--- config.mk ---
export PLATFORM = sky130hd
export DESIGN_NAME = npq_unpack
export DESIGN_NICKNAME = d
export VERILOG_FILES = /design/src/hw/rtl/npq_pkg.sv /design/src/hw/rtl/npq_unpack.sv
export SDC_FILE = /design/constraint.sdc
export NUM_CORES = 1
export LEC_CHECK = 0
export BUFFER_PORTS_ARGS = -buffer_cell sky130_fd_sc_hd__buf_4
export CAP_MARGIN = 40
export CORE_MARGIN = 3
export CORE_UTILIZATION = 35
export DETAILED_ROUTE_END_ITERATION = 8
export HOLD_SLACK_MARGIN = 0.12
export PLACE_DENSITY_LB_ADDON = 0.08
export SLEW_MARGIN = 20
export SYNTH_ARGS = -nofsm -noshare
export SYNTH_HDL_FRONTEND = slang
export SYNTH_SLANG_ARGS = --single-unit
export TNS_END_PERCENT = 5
--- constraint.sdc ---
create_clock -name clock -period 7 [get_ports clock]
set_input_delay 2.1 -clock clock [delete_from_list [all_inputs] [get_ports clock]]
set_output_delay 2.1 -clock clock [all_outputs]
set_load 0.02 [all_outputs]
--- src/hw/rtl/npq_pkg.sv ---
// ============================================================================
// npq_pkg: shared types and constants of the nearest palette quantizer
// Holds the channel beat formats, the item format handed along the cell
// chain, the configuration register indexes and their reset values.
// ============================================================================
`default_nettype none

package npq_pkg;

   localparam int PALETTE_ENTRIES_DEFAULT = 256;
   localparam int INDEX_WIDTH             = 8;
   localparam int CHANNEL_WIDTH           = 8;
   localparam int PIXEL_WIDTH             = 24;
   localparam int DIST_WIDTH              = 18;
   localparam int CSR_INDEX_WIDTH         = 3;
   localparam int CSR_DATA_WIDTH          = 4;

   typedef enum logic [CSR_INDEX_WIDTH-1:0] {
      CSR_SOURCE_FORMAT     = 3'd0,
      CSR_RED_POSITION      = 3'd1,
      CSR_GREEN_POSITION    = 3'd2,
      CSR_RED_SCALE_SHIFT   = 3'd3,
      CSR_GREEN_SCALE_SHIFT = 3'd4,
      CSR_BLUE_SCALE_SHIFT  = 3'd5
   } csr_index_type;

   typedef enum logic {
      CMD_LOAD     = 1'b0,
      CMD_QUANTIZE = 1'b1
   } command_type;

   typedef enum logic {
      FORMAT_BGR24    = 1'b0,
      FORMAT_PACKED16 = 1'b1
   } source_format_type;

   localparam logic       SOURCE_FORMAT_RESET     = FORMAT_BGR24;
   localparam logic [3:0] RED_POSITION_RESET      = 4'd11;
   localparam logic [3:0] GREEN_POSITION_RESET    = 4'd5;
   localparam logic [2:0] RED_SCALE_SHIFT_RESET   = 3'd3;
   localparam logic [2:0] GREEN_SCALE_SHIFT_RESET = 3'd2;
   localparam logic [2:0] BLUE_SCALE_SHIFT_RESET  = 3'd3;

   typedef struct packed {
      logic                     command;
      logic [INDEX_WIDTH-1:0]   entry_index;
      logic [CHANNEL_WIDTH-1:0] entry_red;
      logic [CHANNEL_WIDTH-1:0] entry_green;
      logic [CHANNEL_WIDTH-1:0] entry_blue;
      logic [PIXEL_WIDTH-1:0]   pixel_data;
   } req_payload_type;

   typedef struct packed {
      logic [INDEX_WIDTH-1:0] color_index;
   } rsp_payload_type;

   // For a load the colour fields carry the entry, for a pixel the pixel.
   typedef struct packed {
      logic                     quantize;
      logic [INDEX_WIDTH-1:0]   entry_index;
      logic [CHANNEL_WIDTH-1:0] red;
      logic [CHANNEL_WIDTH-1:0] green;
      logic [CHANNEL_WIDTH-1:0] blue;
      logic [DIST_WIDTH-1:0]    best_dist;
      logic [INDEX_WIDTH-1:0]   best_index;
   } chain_item_type;

endpackage

`default_nettype wire

--- src/hw/rtl/npq_unpack.sv ---
// ============================================================================
// npq_unpack: configuration registers and pixel unpacking front stage
// Holds the format registers, turns each request beat into a chain item
// and registers it at the head of the cell chain.
// ============================================================================
`default_nettype none

module npq_unpack (
   input  wire logic                                  clock,
   input  wire logic                                  reset,
   input  wire logic                                  advance,
   input  wire logic                                  csr_write_enable,
   input  wire logic [npq_pkg::CSR_INDEX_WIDTH-1:0]   csr_index,
   input  wire logic [npq_pkg::CSR_DATA_WIDTH-1:0]    csr_write_data,
   input  wire logic                                  in_valid,
   input  wire npq_pkg::req_payload_type              in_payload,
   output logic                                       out_valid,
   output npq_pkg::chain_item_type                    out_item
);

   logic       source_format_ff;
   logic [3:0] red_position_ff;
   logic [3:0] green_position_ff;
   logic [2:0] red_scale_ff;
   logic [2:0] green_scale_ff;
   logic [2:0] blue_scale_ff;

   logic                    valid_ff;
   npq_pkg::chain_item_type item_ff;
   npq_pkg::chain_item_type item_in;

   logic [15:0]                       word;
   logic [npq_pkg::CHANNEL_WIDTH-1:0] red_field;
   logic [npq_pkg::CHANNEL_WIDTH-1:0] green_field;
   logic [npq_pkg::CHANNEL_WIDTH-1:0] red_value;
   logic [npq_pkg::CHANNEL_WIDTH-1:0] green_value;
   logic [npq_pkg::CHANNEL_WIDTH-1:0] blue_value;

   always_ff @(posedge clock) begin
      if (reset) begin
         source_format_ff  <= npq_pkg::SOURCE_FORMAT_RESET;
         red_position_ff   <= npq_pkg::RED_POSITION_RESET;
         green_position_ff <= npq_pkg::GREEN_POSITION_RESET;
         red_scale_ff      <= npq_pkg::RED_SCALE_SHIFT_RESET;
         green_scale_ff    <= npq_pkg::GREEN_SCALE_SHIFT_RESET;
         blue_scale_ff     <= npq_pkg::BLUE_SCALE_SHIFT_RESET;
      end else if (csr_write_enable) begin
         case (csr_index)
            npq_pkg::CSR_SOURCE_FORMAT:     source_format_ff  <= csr_write_data[0];
            npq_pkg::CSR_RED_POSITION:      red_position_ff   <= csr_write_data;
            npq_pkg::CSR_GREEN_POSITION:    green_position_ff <= csr_write_data;
            npq_pkg::CSR_RED_SCALE_SHIFT:   red_scale_ff      <= csr_write_data[2:0];
            npq_pkg::CSR_GREEN_SCALE_SHIFT: green_scale_ff    <= csr_write_data[2:0];
            npq_pkg::CSR_BLUE_SCALE_SHIFT:  blue_scale_ff     <= csr_write_data[2:0];
            default: ;
         endcase
      end
   end

   always_comb begin
      word        = in_payload.pixel_data[15:0];
      red_field   = 8'(word >> red_position_ff);
      green_field = 8'(word >> green_position_ff);
      red_value   = 8'(red_field << red_scale_ff);
      green_value = 8'(green_field << green_scale_ff);
      blue_value  = 8'(word[7:0] << blue_scale_ff);

      item_in.quantize    = (in_payload.command == npq_pkg::CMD_QUANTIZE);
      item_in.entry_index = in_payload.entry_index;
      item_in.best_dist   = '1;
      item_in.best_index  = '0;
      if (in_payload.command == npq_pkg::CMD_LOAD) begin
         item_in.red   = in_payload.entry_red;
         item_in.green = in_payload.entry_green;
         item_in.blue  = in_payload.entry_blue;
      end else if (source_format_ff == npq_pkg::FORMAT_PACKED16) begin
         item_in.red   = red_value;
         item_in.green = green_value;
         item_in.blue  = blue_value;
      end else begin
         item_in.red   = in_payload.pixel_data[23:16];
         item_in.green = in_payload.pixel_data[15:8];
         item_in.blue  = in_payload.pixel_data[7:0];
      end
   end

   always_ff @(posedge clock) begin
      if (reset) begin
         valid_ff <= 1'b0;
      end else if (advance) begin
         valid_ff <= in_valid;
      end
   end

   always_ff @(posedge clock) begin
      if (advance) begin
         item_ff <= item_in;
      end
   end

   assign out_valid = valid_ff;
   assign out_item  = item_ff;

endmodule

`default_nettype wire

==> summary.md <==
| Metric | Value |
|---|---|
| Slowest CP cell | mux4_1 |
| CP arrival | roughly 4100 ps |
| Core area | ~12000 um2 |
| Die area | 14300 um2 |
| PostCTS Resize Cnt | 0 |
| Synth Area in Simple Gates | 16.0% |
| Compound-Gate Fraction of Synth Area | 18.6% |
| Worst VDD drop | 0.104 mV |
| Slew headroom | about half |
| Synth warnings | 0 |
| Final hold vios | 0 |
| Via count | 4152 |
| Min-Delay Path Class | flip-flop to flip-flop |
| Detailed-route DRC error count | 0 |
| Fmax achieved | about 0.25 GHz |
| First-pass GRT wire length | between 20000 and 25000 um |
| Crit path time final | 4060 ps |
| Avg WL per Cell | 19.2 um |
| CP required | roughly 7000 ps |
| Largest family of logic cells by synthesized area | multiplexers |
| Routed wire length | roughly 14000 um |
| RSZ-0062 raised after global routing | false |
| Leak pwr | 2.23 nW |
| Slew Limit Fails | 0 |
| Worst setup path end | out_item[37] |
| CTS tree | yes |
| TritonCTS Buffers | 5 |
| Final setup violation count | 0 |
| Antenna violations before repair | 0 |
| Die Y | between 100 and 150 um |
| Gate Count Post-Synth | 480 |
| CTS Root Cell | clkbuf_16 |
| EDFF count, synth | 33 |
| Grt total ovfl | 0 |
| Routability cong. | 0.813 |
| Crit Reg-Reg Endpoint | out_item[37] |
| M1 WL | 6550 um |
| Hold buffer count at CTS | 0 |
| DR vias/cell | about 5.8 |
| R2R Setup Slk | 4100 ps |
| Setup Skew | 4.49 ps |
| CP Launch Point | in_payload[11] |
| Crit-path cells | buf_4 -> mux4_1 -> mux2_2 -> a222oi_1 -> nand3_1 -> a32oi_1 -> a21oi_1 |
| WL met2 | between 6000 and 7000 um |
| N_diodes | 0 |
| #FFs+latches synth | 52 |
| Sequential area share after synthesis | 30.4% |
| Post-Synthesis Cell Area | 4520 um2 |
| DP Wirelength | 10200 um |
| Crit end category | flip-flop |
| R2R Path Start | green_position_ff[2] |
| Vias in the first global route | between 3000 and 4000 |
| Rows | 40 |
| Startpoint Class | input pin |
| Gr usage total | 18.6% |
| Cells on worst reg2reg path | 6 |
| Pin count of the biggest net entering global routing | 46 |
| Critical path peak fanout | 13 |
| Cell Pwr Density | 162 nW/um2 |
| Post-layout nets | 615 |
| Post-CTS setup buffer count | 0 |
| Max Root-Sink Buffers | 2 |
| Util after Layout | 43.9% |
| Antenna Nets Post-Route | 0 |
| Starting density of the core | 36.7% |
| I/O pins | 129 |
| Crit-path max cell delay | around 520 ps |
| Critical path class | input pin to flip-flop |
| DR pass1 iterations | 5 |
| P&R area growth vs syn | 19.6% |
| Highest routed layer | met4 |
| Max-cap violations | 0 |
| Iteration-0 DRC Markers | 273 |
| Clk slew on worst S/H paths | 70 ps |
| Xor-xnor portion of the synthesized cell area | 0% |
| Least-Margin Pin Slew | 777 ps |
| Max H-tree Level | 2 |
| Met3 WL | 1040 um |
| Clk_lat worst skew | 300 ps |
| Setup TNS | 0 ps |
| Ys flop type | edfxtp_1 |
| CTS sink cnt | 52 |
| Port Buffers | around 100 |
| Post-synth ARST share | 0% |
| Synth unique cells | 63 |
| Synthesized area per cell | around 9.4 um2 |
| Die W | around 120 um |
| Period utilisation layout | between 50 and 60% |
| Multiplexer share of the synthesized area | 24.5% |
| Share of cells above drive strength 1 | 28.7% |
| Fill cell count | 1257 |
| Outcome | completed |
| Synth Area in Adders | 0% |
[cell usage in the layout (no fill, tap or decap), types with 5 or more instances in the layout]
cell       instances
a21oi_1           21
a22o_1             6
a22oi_1            5
a31oi_1           10
a32oi_1            6
buf_4            104
clkbuf_16          5
conb_1            26
dfxtp_1           19
edfxtp_1          33
inv_1             16
mux2_2            11
mux2i_1           27
mux4_2            27
nand2_1           32
nand3_1           12
nor2_1            56
nor2b_1            6
nor3_1             7
o211ai_1          15
o21ai_0            9
o22ai_1            6
o31ai_1            5
[worst min path at each step]
stage | startpoint | endpoint | slack [ps] | cells after the start
after floorplan | green_scale_ff[2] | green_scale_ff[2] | 520 | 2
after global routing | out_valid | out_valid | 590 | 2
after detailed placement | out_valid | out_valid | 490 | 2
after global placement | out_valid | out_valid | 480 | 2
after CTS | out_valid | out_valid | 510 | 2
final | out_valid | out_valid | 510 | 2
[through the flow]
step / total power [W] / hold slack (ps) / setup WS [ps] / cells / cell area [um2]
floorplan: 0.000511 / 519 / 2940 / 504 / 4610
global placement: 0.000588 / 482 / 2700 / 704 / 5200
detailed placement: 0.000591 / 492 / 2680 / 706 / 5210
CTS: 0.000883 / 511 / 3010 / 714 / 5390
global route: 0.000915 / 589 / 2910 / 715 / 5400
finish: 0.000874 / 513 / 2940 / 715 / 5400
[worst max-delay path, delay by kind of cell]
kind / cells / cell delay [ps]
buffers and inverters: 1 / 170
AND/OR/NAND/NOR: 1 / 170
AO/OA/AOI/OAI: 3 / 830
multiplexers: 2 / 810
[layer usage]
metal | global-route usage [%] | vias up
li1 | - | 1922
met1 | 27.4 | 2033
met2 | 28.6 | 187
met3 | 3.68 | 10
met4 | 3.65 | 0
met5 | 0 | -
[sequential cells by signal (all words and copies together), names as in the netlist]
name and cells:
blue_scale_ff 3, source_format_ff 1, out_valid 1, green_scale_ff 3
green_position_ff 4, red_scale_ff 3, out_item 33, red_position_ff 4
[where the power goes]
part	switching, W	total (W)	internal, W
Clock	0.000118	0.000289	0.000171
Sequential	0.0000142	0.000360	0.000346
Combinational	0.000124	0.000225	0.000101
Total	0.000256	0.000874	0.000618
[Yosys cell counts (5+ instances only)]
| cell | n | area [um2] |
|---|---|---|
| nor3_1 | 7 | 35.0 |
| a22oi_1 | 5 | 37.5 |
| nor2_1 | 56 | 210 |
| o21ai_0 | 9 | 45.0 |
| buf_4 | 26 | 195 |
| mux4_2 | 27 | 608 |
| a32oi_1 | 6 | 52.6 |
| nand3_1 | 12 | 60.1 |
| buf_2 | 12 | 60.1 |
| clkbuf_1 | 31 | 116 |
| nand2_1 | 32 | 120 |
| dfxtp_1 | 19 | 380 |
| a21oi_1 | 21 | 105 |
| a22o_1 | 6 | 52.6 |
| nor2b_1 | 6 | 37.5 |
| inv_1 | 16 | 60.1 |
| o22ai_1 | 6 | 37.5 |
| mux2_2 | 11 | 124 |
| mux2i_1 | 27 | 270 |
| edfxtp_1 | 33 | 991 |
| a31oi_1 | 10 | 62.6 |
| o211ai_1 | 15 | 113 |
| o31ai_1 | 5 | 37.5 |
[cell type report]
| type | count | area [um2] | share of cell area [%] |
|---|---|---|---|
| Multi-Input combinational cell | 360 | 2770 | 51.3 |
| Sequential cell | 52 | 1370 | 25.4 |
| Timing Repair Buffer | 107 | 805 | 14.9 |
| Tap cell | 168 | 210 | 3.89 |
| Clock buffer | 5 | 125 | 2.32 |
| Inverter | 20 | 75.1 | 1.39 |
| Clock inverter | 3 | 46.3 | 0.857 |
[cell families after synthesis]
kind of cell,count (synthesis)
buf+inv,92
compound gates,116
mux,69
other cells,2
simple gates,149
flops,52
Note: power is estimated with default switching activity, not from simulation.
