$ cat config.mk
export PLATFORM = sky130hd
export DESIGN_NAME = npq_cell
export DESIGN_NICKNAME = d
export VERILOG_FILES = /design/src/hw/rtl/npq_pkg.sv /design/src/hw/rtl/npq_cell.sv
export SDC_FILE = /design/constraint.sdc
export NUM_CORES = 1
export LEC_CHECK = 0
export BUFFER_PORTS_ARGS = -buffer_cell sky130_fd_sc_hd__buf_4
export CORE_MARGIN = 2
export CORE_UTILIZATION = 46
export CTS_BUF_LIST = sky130_fd_sc_hd__clkbuf_16
export DETAILED_ROUTE_END_ITERATION = 6
export PLACE_DENSITY = 0.67
export SLEW_MARGIN = 20
export SYNTH_ARGS = -nofsm -noshare
export SYNTH_HDL_FRONTEND = slang
export SYNTH_SLANG_ARGS = --single-unit
$ cat constraint.sdc
create_clock -name clock -period 8.3 [get_ports clock]
set_input_delay 0.415 -clock clock [delete_from_list [all_inputs] [get_ports clock]]
set_output_delay 0.415 -clock clock [all_outputs]
set_load 0.05 [all_outputs]
$ cat src/hw/rtl/npq_pkg.sv
// ============================================================================
// npq_pkg: shared types and constants of the nearest palette quantizer
// Holds the channel beat formats, the item format handed along the cell
// chain, the configuration register indexes and their reset values.
// ============================================================================
`default_nettype none

package npq_pkg;

   localparam int PALETTE_ENTRIES_DEFAULT = 256;
   localparam int INDEX_WIDTH             = 8;
   localparam int CHANNEL_WIDTH           = 8;
   localparam int PIXEL_WIDTH             = 24;
   localparam int DIST_WIDTH              = 18;
   localparam int CSR_INDEX_WIDTH         = 3;
   localparam int CSR_DATA_WIDTH          = 4;

   typedef enum logic [CSR_INDEX_WIDTH-1:0] {
      CSR_SOURCE_FORMAT     = 3'd0,
      CSR_RED_POSITION      = 3'd1,
      CSR_GREEN_POSITION    = 3'd2,
      CSR_RED_SCALE_SHIFT   = 3'd3,
      CSR_GREEN_SCALE_SHIFT = 3'd4,
      CSR_BLUE_SCALE_SHIFT  = 3'd5
   } csr_index_type;

   typedef enum logic {
      CMD_LOAD     = 1'b0,
      CMD_QUANTIZE = 1'b1
   } command_type;

   typedef enum logic {
      FORMAT_BGR24    = 1'b0,
      FORMAT_PACKED16 = 1'b1
   } source_format_type;

   localparam logic       SOURCE_FORMAT_RESET     = FORMAT_BGR24;
   localparam logic [3:0] RED_POSITION_RESET      = 4'd11;
   localparam logic [3:0] GREEN_POSITION_RESET    = 4'd5;
   localparam logic [2:0] RED_SCALE_SHIFT_RESET   = 3'd3;
   localparam logic [2:0] GREEN_SCALE_SHIFT_RESET = 3'd2;
   localparam logic [2:0] BLUE_SCALE_SHIFT_RESET  = 3'd3;

   typedef struct packed {
      logic                     command;
      logic [INDEX_WIDTH-1:0]   entry_index;
      logic [CHANNEL_WIDTH-1:0] entry_red;
      logic [CHANNEL_WIDTH-1:0] entry_green;
      logic [CHANNEL_WIDTH-1:0] entry_blue;
      logic [PIXEL_WIDTH-1:0]   pixel_data;
   } req_payload_type;

   typedef struct packed {
      logic [INDEX_WIDTH-1:0] color_index;
   } rsp_payload_type;

   // For a load the colour fields carry the entry, for a pixel the pixel.
   typedef struct packed {
      logic                     quantize;
      logic [INDEX_WIDTH-1:0]   entry_index;
      logic [CHANNEL_WIDTH-1:0] red;
      logic [CHANNEL_WIDTH-1:0] green;
      logic [CHANNEL_WIDTH-1:0] blue;
      logic [DIST_WIDTH-1:0]    best_dist;
      logic [INDEX_WIDTH-1:0]   best_index;
   } chain_item_type;

endpackage

`default_nettype wire

$ cat src/hw/rtl/npq_cell.sv
// ============================================================================
// npq_cell: one palette entry of the search chain
// Stores its entry, takes loads addressed to it, and for a pixel computes
// the squared distance in one stage and updates the running best in the next.
// ============================================================================
`default_nettype none

module npq_cell #(
   parameter int CELL_INDEX = 0
) (
   input  wire logic                    clock,
   input  wire logic                    reset,
   input  wire logic                    advance,
   input  wire logic                    in_valid,
   input  wire npq_pkg::chain_item_type in_item,
   output logic                         out_valid,
   output npq_pkg::chain_item_type      out_item
);

   localparam logic [npq_pkg::INDEX_WIDTH-1:0] SLOT = npq_pkg::INDEX_WIDTH'(CELL_INDEX);

   logic [npq_pkg::CHANNEL_WIDTH-1:0] red_ff;
   logic [npq_pkg::CHANNEL_WIDTH-1:0] green_ff;
   logic [npq_pkg::CHANNEL_WIDTH-1:0] blue_ff;

   logic                              mid_valid_ff;
   npq_pkg::chain_item_type           mid_item_ff;
   logic [npq_pkg::DIST_WIDTH-1:0]    dist_ff;
   logic [npq_pkg::DIST_WIDTH-1:0]    dist_in;

   logic                              out_valid_ff;
   npq_pkg::chain_item_type           out_item_ff;
   npq_pkg::chain_item_type           out_item_in;

   logic                              write_entry;
   logic [npq_pkg::CHANNEL_WIDTH-1:0] diff_red;
   logic [npq_pkg::CHANNEL_WIDTH-1:0] diff_green;
   logic [npq_pkg::CHANNEL_WIDTH-1:0] diff_blue;
   logic [15:0]                       sq_red;
   logic [15:0]                       sq_green;
   logic [15:0]                       sq_blue;

   assign write_entry = advance && in_valid && !in_item.quantize && (in_item.entry_index == SLOT);

   always_ff @(posedge clock) begin
      if (write_entry) begin
         red_ff   <= in_item.red;
         green_ff <= in_item.green;
         blue_ff  <= in_item.blue;
      end
   end

   always_comb begin
      diff_red   = (in_item.red > red_ff) ? (in_item.red - red_ff) : (red_ff - in_item.red);
      diff_green = (in_item.green > green_ff) ? (in_item.green - green_ff)
                                              : (green_ff - in_item.green);
      diff_blue  = (in_item.blue > blue_ff) ? (in_item.blue - blue_ff) : (blue_ff - in_item.blue);
      sq_red     = diff_red * diff_red;
      sq_green   = diff_green * diff_green;
      sq_blue    = diff_blue * diff_blue;
      dist_in    = npq_pkg::DIST_WIDTH'(sq_red) + npq_pkg::DIST_WIDTH'(sq_green)
                 + npq_pkg::DIST_WIDTH'(sq_blue);
   end

   always_comb begin
      out_item_in = mid_item_ff;
      if (mid_item_ff.quantize && (dist_ff < mid_item_ff.best_dist)) begin
         out_item_in.best_dist  = dist_ff;
         out_item_in.best_index = SLOT;
      end
   end

   always_ff @(posedge clock) begin
      if (reset) begin
         mid_valid_ff <= 1'b0;
         out_valid_ff <= 1'b0;
      end else if (advance) begin
         mid_valid_ff <= in_valid;
         out_valid_ff <= mid_valid_ff;
      end
   end

   always_ff @(posedge clock) begin
      if (advance) begin
         mid_item_ff <= in_item;
         dist_ff     <= dist_in;
         out_item_ff <= out_item_in;
      end
   end

   assign out_valid = out_valid_ff;
   assign out_item  = out_item_ff;

endmodule

`default_nettype wire

==> results of run 1 <==
==> cell families (layout without fill, tap and decap cells) <==
| family | Yosys count | count (layout) |
|---|---|---|
| AO/OA/AOI/OAI | 122 | 122 |
| XOR/XNOR | 36 | 36 |
| adder cells (fa/ha/maj) | 277 | 277 |
| buffers and inverters | 294 | 488 |
| flip-flops | 162 | 162 |
| multiplexers | 36 | 36 |
| AND/OR/NAND/NOR | 191 | 191 |
==> routing by layer <==
metal / vias up / routed length [um] / GRT usage [%]
met3: 27 / 993 / 3.685
li1: 3995 / - / -
met1: 4006 / 11200 / 23.24
met4: 0 / 522 / 6.102
met5: - / 0 / 0
met2: 149 / 12560 / 32.39
==> metrics by stage <==
step | area [um2] | instances | worst slack [ps]
floorplan | 13010 | 1118 | 498.6
global placement | 14710 | 1655 | -75.41
detailed placement | 14710 | 1655 | -83.48
CTS | 15280 | 1686 | 57.37
global route | 15360 | 1690 | -2.555
finish | 15360 | 1690 | 379.6
==> worst max path at each step <==
stage / cells past startpoint / endpoint
after floorplan: 28 / dist_ff[16]
after global placement: 28 / dist_ff[16]
after detailed placement: 28 / dist_ff[16]
after CTS: 26 / dist_ff[16]
after global routing: 28 / dist_ff[15]
final: 28 / dist_ff[15]
==> sequential cells by signal, indices dropped and copies added (netlist names) <==
signal and count:
out_item 59, mid_valid_ff 1, red_ff 8, out_valid 1, green_ff 8, mid_item_ff 59
blue_ff 8, dist_ff 18
==> synthesized netlist by cell type (18+ instances only) <==
| master | n | share of area, % |
|---|---|---|
| fa_1 | 138 | 21 |
| ha_1 | 139 | 13 |
| a21oi_1 | 34 | 1.3 |
| mux2i_1 | 18 | 1.4 |
| inv_1 | 275 | 7.9 |
| mux2_2 | 18 | 1.6 |
| nand2b_1 | 18 | 0.87 |
| o21ai_0 | 19 | 0.73 |
| nor2b_1 | 18 | 0.87 |
| nor2_1 | 76 | 2.2 |
| edfxtp_1 | 160 | 37 |
| nand2_1 | 32 | 0.92 |
==> worst reg2reg max path: cells and delay by family (launching register included) <==
kind                     cells  cell delay (ps)
AO/OA/AOI/OAI                8             1690
XOR/XNOR                     2              320
adder cells (fa/ha/maj)     10             4480
buffers and inverters        6              540
flip-flops                   1              360
AND/OR/NAND/NOR              2              260
==> area by class of cell <==
class | instances | share of cell area, %
Multi-Input combinational cell | 662 | 46.12
Sequential cell | 162 | 31.54
Timing Repair Buffer | 178 | 8.723
Inverter | 279 | 6.817
Tap cell | 378 | 3.079
Clock buffer | 17 | 2.769
Clock inverter | 14 | 0.9611
==> what timing repair did <==
item / CTS / global route
gates resized for setup: 0 / 12
buffers inserted: 0 / 4
setup endpoints to repair: 0 / 8
==> metrics.txt, run 1 <==
GRT Total Usage 18.59%; Tmin final 7920 ps; CTS buffer count 17; pins over their slew limit 0; Longest Clk Path Bufs 2; post-synthesis compound-gate area fraction 6.714%; final clock skew 10.14 ps; Setup TNS Final 0 ps; crit-path leading delay family adder cells; H-tree lvl count 4; Reg area 4845 um2; largest family of logic cells by synthesized area adder cells; CP required 8490 ps; Die X 172.2 um; type of the worst min-delay path in2reg; Reg2Reg Depth 28; Setup CP Type reg2reg; Antenna Nets Post-Route 0; Synth warnings 0; cells after synthesis 1118; DRC violations left 0; Post-DP HPWL 20580 um; Vias per Instance between 4 and 5; Die Ht between 150 and 200 um; vias in the first global route 8607; first-pass GRT wire length 42120 um; FF+latch count, synth 162; slowest CP cell fa_1; Iter 0 DRT Violations 435; global route total overflow 0; clock-pin slew on the worst setup and hold paths about 70 ps; crit start category register; max_cap viols 0; most used cell along the critical path fa_1; reg2reg setup slack roughly 380 ps; fin crit share between 90% and 100%; Vias 8177; Peak Freq 126.3 MHz; sink of the worst hold path out_valid; initial core utilization between 40% and 50%; commonest non-fill, non-tap cell in the layout inv_1; most frequent cells in the layout inv_1, buf_4, edfxtp_1; FF-to-FF Start blue_ff[0]; crit path max fanout 5; CP Buf/Inv Count 6; Cell variety after synth 66; hold_sp reset; # diodes 0; Core ar. 27780 um2; row count 61; ys async rst share 0%; outcome completed; reg-to-reg endpoint dist_ff[15]; Final Util 55.30%; largest net degree at the start of global routing 65; cell area after synthesis roughly 13000 um2; ys flop type edfxtp_1; adder-cell share of the synthesized area 34.61%; Clock Root Buffer clkbuf_16; area growth from synthesis to layout 18.10%; I/O pins about 120; TritonCTS clock tree built; Multi-input gate area between 7000 and 8000 um2; share of post-route cells with drive strength above 1 19.89%; Final setup viols 0; crit end category register; Synth Area in XOR/XNOR ~2.6%; Post-synth EDFFs 160; mean area per synthesized cell 11.63 um2; initial antenna violation count 0; Clk Latency, worst-skew pair 450 ps; CP Launch Point blue_ff[0]; Worst Path Arrival 8110 ps; drt pass-1 iters 4; clock sinks 162; post-layout net count 1640; Worst Max-Slew Pin Slew 1010 ps; full die area around 30000 um2; Hold Crit Depth 2; WL/cell 14.95 um; slowest stage delay, CP ~560 ps; Worst slew margin between 30 and 40%; Fillers 2455; WL final between 20000 and 30000 um; Hold Buf Count CTS 0; sequential share of the synthesized area between 30% and 40%; minimum hold slack about 120 ps; Final Hold Fails 0; I/O Buffers 122; post-synthesis simple-gate area fraction between 7 and 8%; mux contribution to synthesized area 2.943%; syn_nets 1458; RePlAce Congestion roughly 0.91
Power of run 1 is left out: the tool's default activity adds up to more than one toggle a clock period on the data nets, which glitch-free logic cannot reach.
==> run 2, diff against run 1 <==
==> constraint.sdc (replaced) <==
create_clock -name clock -period 8.3 [get_ports clock]
set_input_delay 1.66 -clock clock [delete_from_list [all_inputs] [get_ports clock]]
set_output_delay 1.66 -clock clock [all_outputs]
set_load 0.05 [all_outputs]
==> metrics.txt, run 2 (synthesis results as in run 1) <==
crit end category register; share of post-route cells with drive strength above 1 35.42% (+16 points); Die X 172.2 um (unchanged); crit path max fanout 6 (+1); DRC violations left 0 (unchanged); Worst slew margin 29.65% (-3.0 points); max_cap viols 0 (unchanged); CP required 8490 ps (about the same); most frequent cells in the layout buf_4, inv_1, edfxtp_1; row count 61 (unchanged); TritonCTS clock tree built; Clock Root Buffer clkbuf_16; post-route cell area 17140 um2 (+12%); crit start category primary input; pre-CTS WS -799.8 ps (-716.3 ps); crit-path leading delay family adder cells; fin crit share 101.2% (+5.7 points); RePlAce Congestion 0.8963 (-1.3%); Hold Crit Depth 0 (-2); Clk Latency, worst-skew pair 450 ps (about the same); final clock skew 11.26 ps (+1.121 ps); Antenna Nets Post-Route 0 (unchanged); Final Hold Fails 0 (unchanged); full die area 29640 um2 (unchanged); type of the worst min-delay path reg2reg; outcome finished, violations left; Area after DPL 15920 um2 (+8.2%); Peak Freq 119.1 MHz (-5.7%); pins over their slew limit 0 (unchanged); initial core utilization 46.82% (unchanged); post-layout net count 1795 (+9.5%); WL final 26640 um (+5.4%); Tmin final 8397 ps (+476.6 ps); Critical Path Stages 30 (+7.1%); Post-DP HPWL 21140 um (+2.7%); global route total overflow 0 (unchanged); RSZ-0062 raised after global routing true; Reg2Reg Depth 28 (unchanged); Setup WS post-layout -96.99 ps (-476.6 ps); Worst Path Arrival 8590 ps (+480 ps); Worst Max-Slew Pin Slew 1055 ps (+44.99 ps); failing checks negative setup slack; first-pass GRT wire length 43240 um (+2.7%); Setup CP Type in2reg; commonest non-fill, non-tap cell in the layout buf_4; Vias 8768 (+7.2%); slowest CP cell fa_2; initial antenna violation count 0 (unchanged); area growth from synthesis to layout 31.78%; I/O Buffers 122 (unchanged); Vias per Instance 4.750 (-1.8%); Final setup viols 6 (+6); WL/cell 14.43 um (-3.5%); Core ar. 27780 um2 (unchanged); slowest stage delay, CP 610 ps (+50 ps); vias in the first global route 9293 (+8.0%); Longest Clk Path Bufs 2 (unchanged); H-tree lvl count 4 (unchanged); clock-pin slew on the worst setup and hold paths 70 ps (about the same); clock sinks 162 (unchanged); Die Ht 172.2 um (unchanged); drt pass-1 iters 4 (unchanged); # diodes 0 (unchanged); CP Buf/Inv Count 9 (+3); GRT Total Usage 18.96% (+0.37 points); Iter 0 DRT Violations 360 (-17%); largest net degree at the start of global routing 64 (-1.5%); CTS buffer count 17 (unchanged); I/O pins 123 (unchanged)
-- run 2: path summary, 6_finish.rpt --
kind / start / to / slack [ps]
max: in_item[26] / dist_ff[16] / -100
min: mid_item_ff[28] / out_item[28] / 420
max reg2reg: blue_ff[0] / dist_ff[16] / 810
min reg2reg: mid_item_ff[28] / out_item[28] / 420
-- run 2: worst reg2reg max path, delay by kind of cell, from the launching register on --
family                   cells  cell delay (ps)
AO/OA/AOI/OAI                7             1310
XOR/XNOR                     2              310
adder cells (fa/ha/maj)     10             4240
buffers and inverters        7              730
flip-flops                   1              410
multiplexers                 1              170
AND/OR/NAND/NOR              1               70
-- run 2: layout make-up --
cell class	count	area, um2
clock buffers	17	425.4
clock inverters	15	205.2
fillers	2230	10640
inverters	279	1069
multi-input cells	663	7586
flip-flops and latches	162	4845
well taps	378	473.0
repair buffers	332	2539
-- run 2: metrics by stage --
step | utilization, % | setup TNS (ps) | hold WS, ps | std cells
after detailed placement | 57.31 | -6351 | 404.5 | 1784
after global placement | 57.31 | -5046 | 400.8 | 1784
after CTS | 60.65 | -169.6 | 422.8 | 1832
after global routing | 61.70 | -2004 | 425.0 | 1846
final | 61.70 | -338.8 | 421.0 | 1846
after floorplan | - | -1156 | 400.3 | 1118
-- run 2: metal layers --
| layer | global-route usage (%) | part of all wire [%] | up-vias |
|---|---|---|---|
| li1 | - | - | 4294 |
| met1 | 23.03 | 42 | 4278 |
| met2 | 33.16 | 51 | 162 |
| met3 | 4.051 | 4.5 | 34 |
| met4 | 7.198 | 2.6 | 0 |
| met5 | 0 | 0 | - |
-- run 2: timing repair --
item,in CTS,in global routing
hold buffers,0,0
gates cloned,1,0
setup buffers,15,16
setup endpoints to repair,8,10
resized for setup,51,44
pin swaps,50,40
Power of run 2 is left out for the same reason.
==> run 3, diff against run 2 <==
==> constraint.sdc (replaced) <==
create_clock -name clock -period 8.3 [get_ports clock]
set_input_delay 2.49 -clock clock [delete_from_list [all_inputs] [get_ports clock]]
set_output_delay 2.49 -clock clock [all_outputs]
set_load 0.05 [all_outputs]
==> metrics.txt, run 3 (synthesis results as in run 1) <==
outcome finished, violations left; type of the worst min-delay path reg2reg; pins over their slew limit 0 (unchanged); # diodes 0 (unchanged); global route total overflow 0 (unchanged); FF-to-FF Start blue_ff[0]; final clock skew 9.909 ps (-1.354 ps); hold_sp mid_item_ff[43]; Die X 172.2 um (unchanged); Iter 0 DRT Violations 429 (+19%); Vias 8745 (-0.26%); fin crit share 110.4% (+9.2 points); slowest stage delay, CP 550 ps (-60 ps); row count 61 (unchanged); drt pass-1 iters 5 (+1); Final setup viols 12 (+6); most frequent cells in the layout buf_4, inv_1, edfxtp_1; Longest Clk Path Bufs 2 (unchanged); post-layout net count 1794 (-0.056%); I/O pins 123 (unchanged); Worst Path Arrival 9360 ps (+770 ps); Final Hold Fails 0 (unchanged); largest net degree at the start of global routing 79 (+23%); Vias per Instance 4.740 (-0.21%); Clock Root Buffer clkbuf_16; Final Util 61.84% (+0.14 points); area growth from synthesis to layout 32.09%; crit-path leading delay family adder cells; Worst slew margin 30.50% (+0.84 points); RSZ-0062 raised after global routing true; crit start category primary input; Setup WS post-layout -863.6 ps (-766.6 ps); Reg2Reg Depth 28 (unchanged); Die Ht 172.2 um (unchanged); Post-DP HPWL 20770 um (-1.8%); I/O Buffers 122 (unchanged); DRC violations left 0 (unchanged); reg-to-reg endpoint dist_ff[16]; full die area 29640 um2 (unchanged); Core ar. 27780 um2 (unchanged); RePlAce Congestion 0.9093 (+1.5%); clock-pin slew on the worst setup and hold paths 70 ps (about the same); GRT Total Usage 18.90% (-0.068 points); Antenna Nets Post-Route 0 (unchanged); H-tree lvl count 4 (unchanged); vias in the first global route 9172 (-1.3%); Tmin final 9164 ps (+766.6 ps); reg2reg setup slack 860 ps (+50 ps); max_cap viols 0 (unchanged); Peak Freq 109.1 MHz (-8.4%); Setup CP Type in2reg; sink of the worst hold path out_item[43]; CP required 8500 ps (about the same); initial antenna violation count 0 (unchanged); Hold Buf Count CTS 0 (unchanged); Worst Max-Slew Pin Slew 1043 ps (-12.65 ps); Hold Crit Depth 0 (unchanged); CP Buf/Inv Count 9 (unchanged); clock sinks 162 (unchanged); slowest CP cell fa_1; crit end category register; TritonCTS clock tree built; share of post-route cells with drive strength above 1 35.72% (+0.30 points); most used cell along the critical path fa_1; crit path max fanout 6 (unchanged); initial core utilization 46.82% (unchanged); commonest non-fill, non-tap cell in the layout buf_4; failing checks negative setup slack; WL/cell 14.11 um (-2.2%); CTS buffer count 17 (unchanged); WL final 26030 um (-2.3%); first-pass GRT wire length 43440 um (+0.48%); Clk Latency, worst-skew pair 450 ps (about the same)
## run 3: cell count changes in the layout (fill, tap and decap cells not counted), sizes merged
cell and delta:
clkinv +1, o31a -1, bufinv -1
## run 3: final cells by class
class / count / area, um2
Inverter: 279 / 1072
Clock inverter: 15 / 162.7
Timing Repair Buffer: 332 / 2561
Clock buffer: 17 / 425.4
Sequential cell: 162 / 4845
Fill cell: 2203 / 10600
Tap cell: 378 / 473.0
Multi-Input combinational cell: 662 / 7642
## run 3: repair_timing
item / CTS / global route
pin swaps: 37 / 40
gates resized for setup: 56 / 51
endpoints found under the setup margin: 13 / 14
buffers inserted: 15 / 12
hold endpoints to repair: 0 / 0
## run 3: worst max-delay path by stage
stage / slack [ps] / cells after the start / start / end
2_1_floorplan: -1110 / 28 / in_item[26] / dist_ff[15]
3_3_place_gp: -1480 / 31 / in_item[42] / dist_ff[15]
3_5_place_dp: -1600 / 31 / in_item[42] / dist_ff[15]
4_1_cts: -860 / 30 / in_item[26] / dist_ff[17]
5_1_grt: -1090 / 30 / in_item[26] / dist_ff[16]
6_report: -860 / 30 / in_item[26] / dist_ff[16]
## run 3: per-stage QoR
stage	hold slack [ps]	area (um2)	std cells	setup slack, ps	TNS (ps)
finish	422.0	17180	1845	-863.6	-8461
global route	426.8	17180	1845	-1094	-11120
CTS	421.3	16860	1835	-864.5	-8221
detailed placement	404.5	15960	1788	-1596	-16620
global placement	400.4	15960	1788	-1477	-15660
floorplan	400.3	13270	1118	-1112	-10260
## run 3: per-layer routing
metal	part of all wire, %	global-route usage, %
met3	3.4	3.593
met5	0	0
met1	45	24.25
met2	51	32.67
met4	1.2	5.480
Power of run 3 is left out for the same reason.
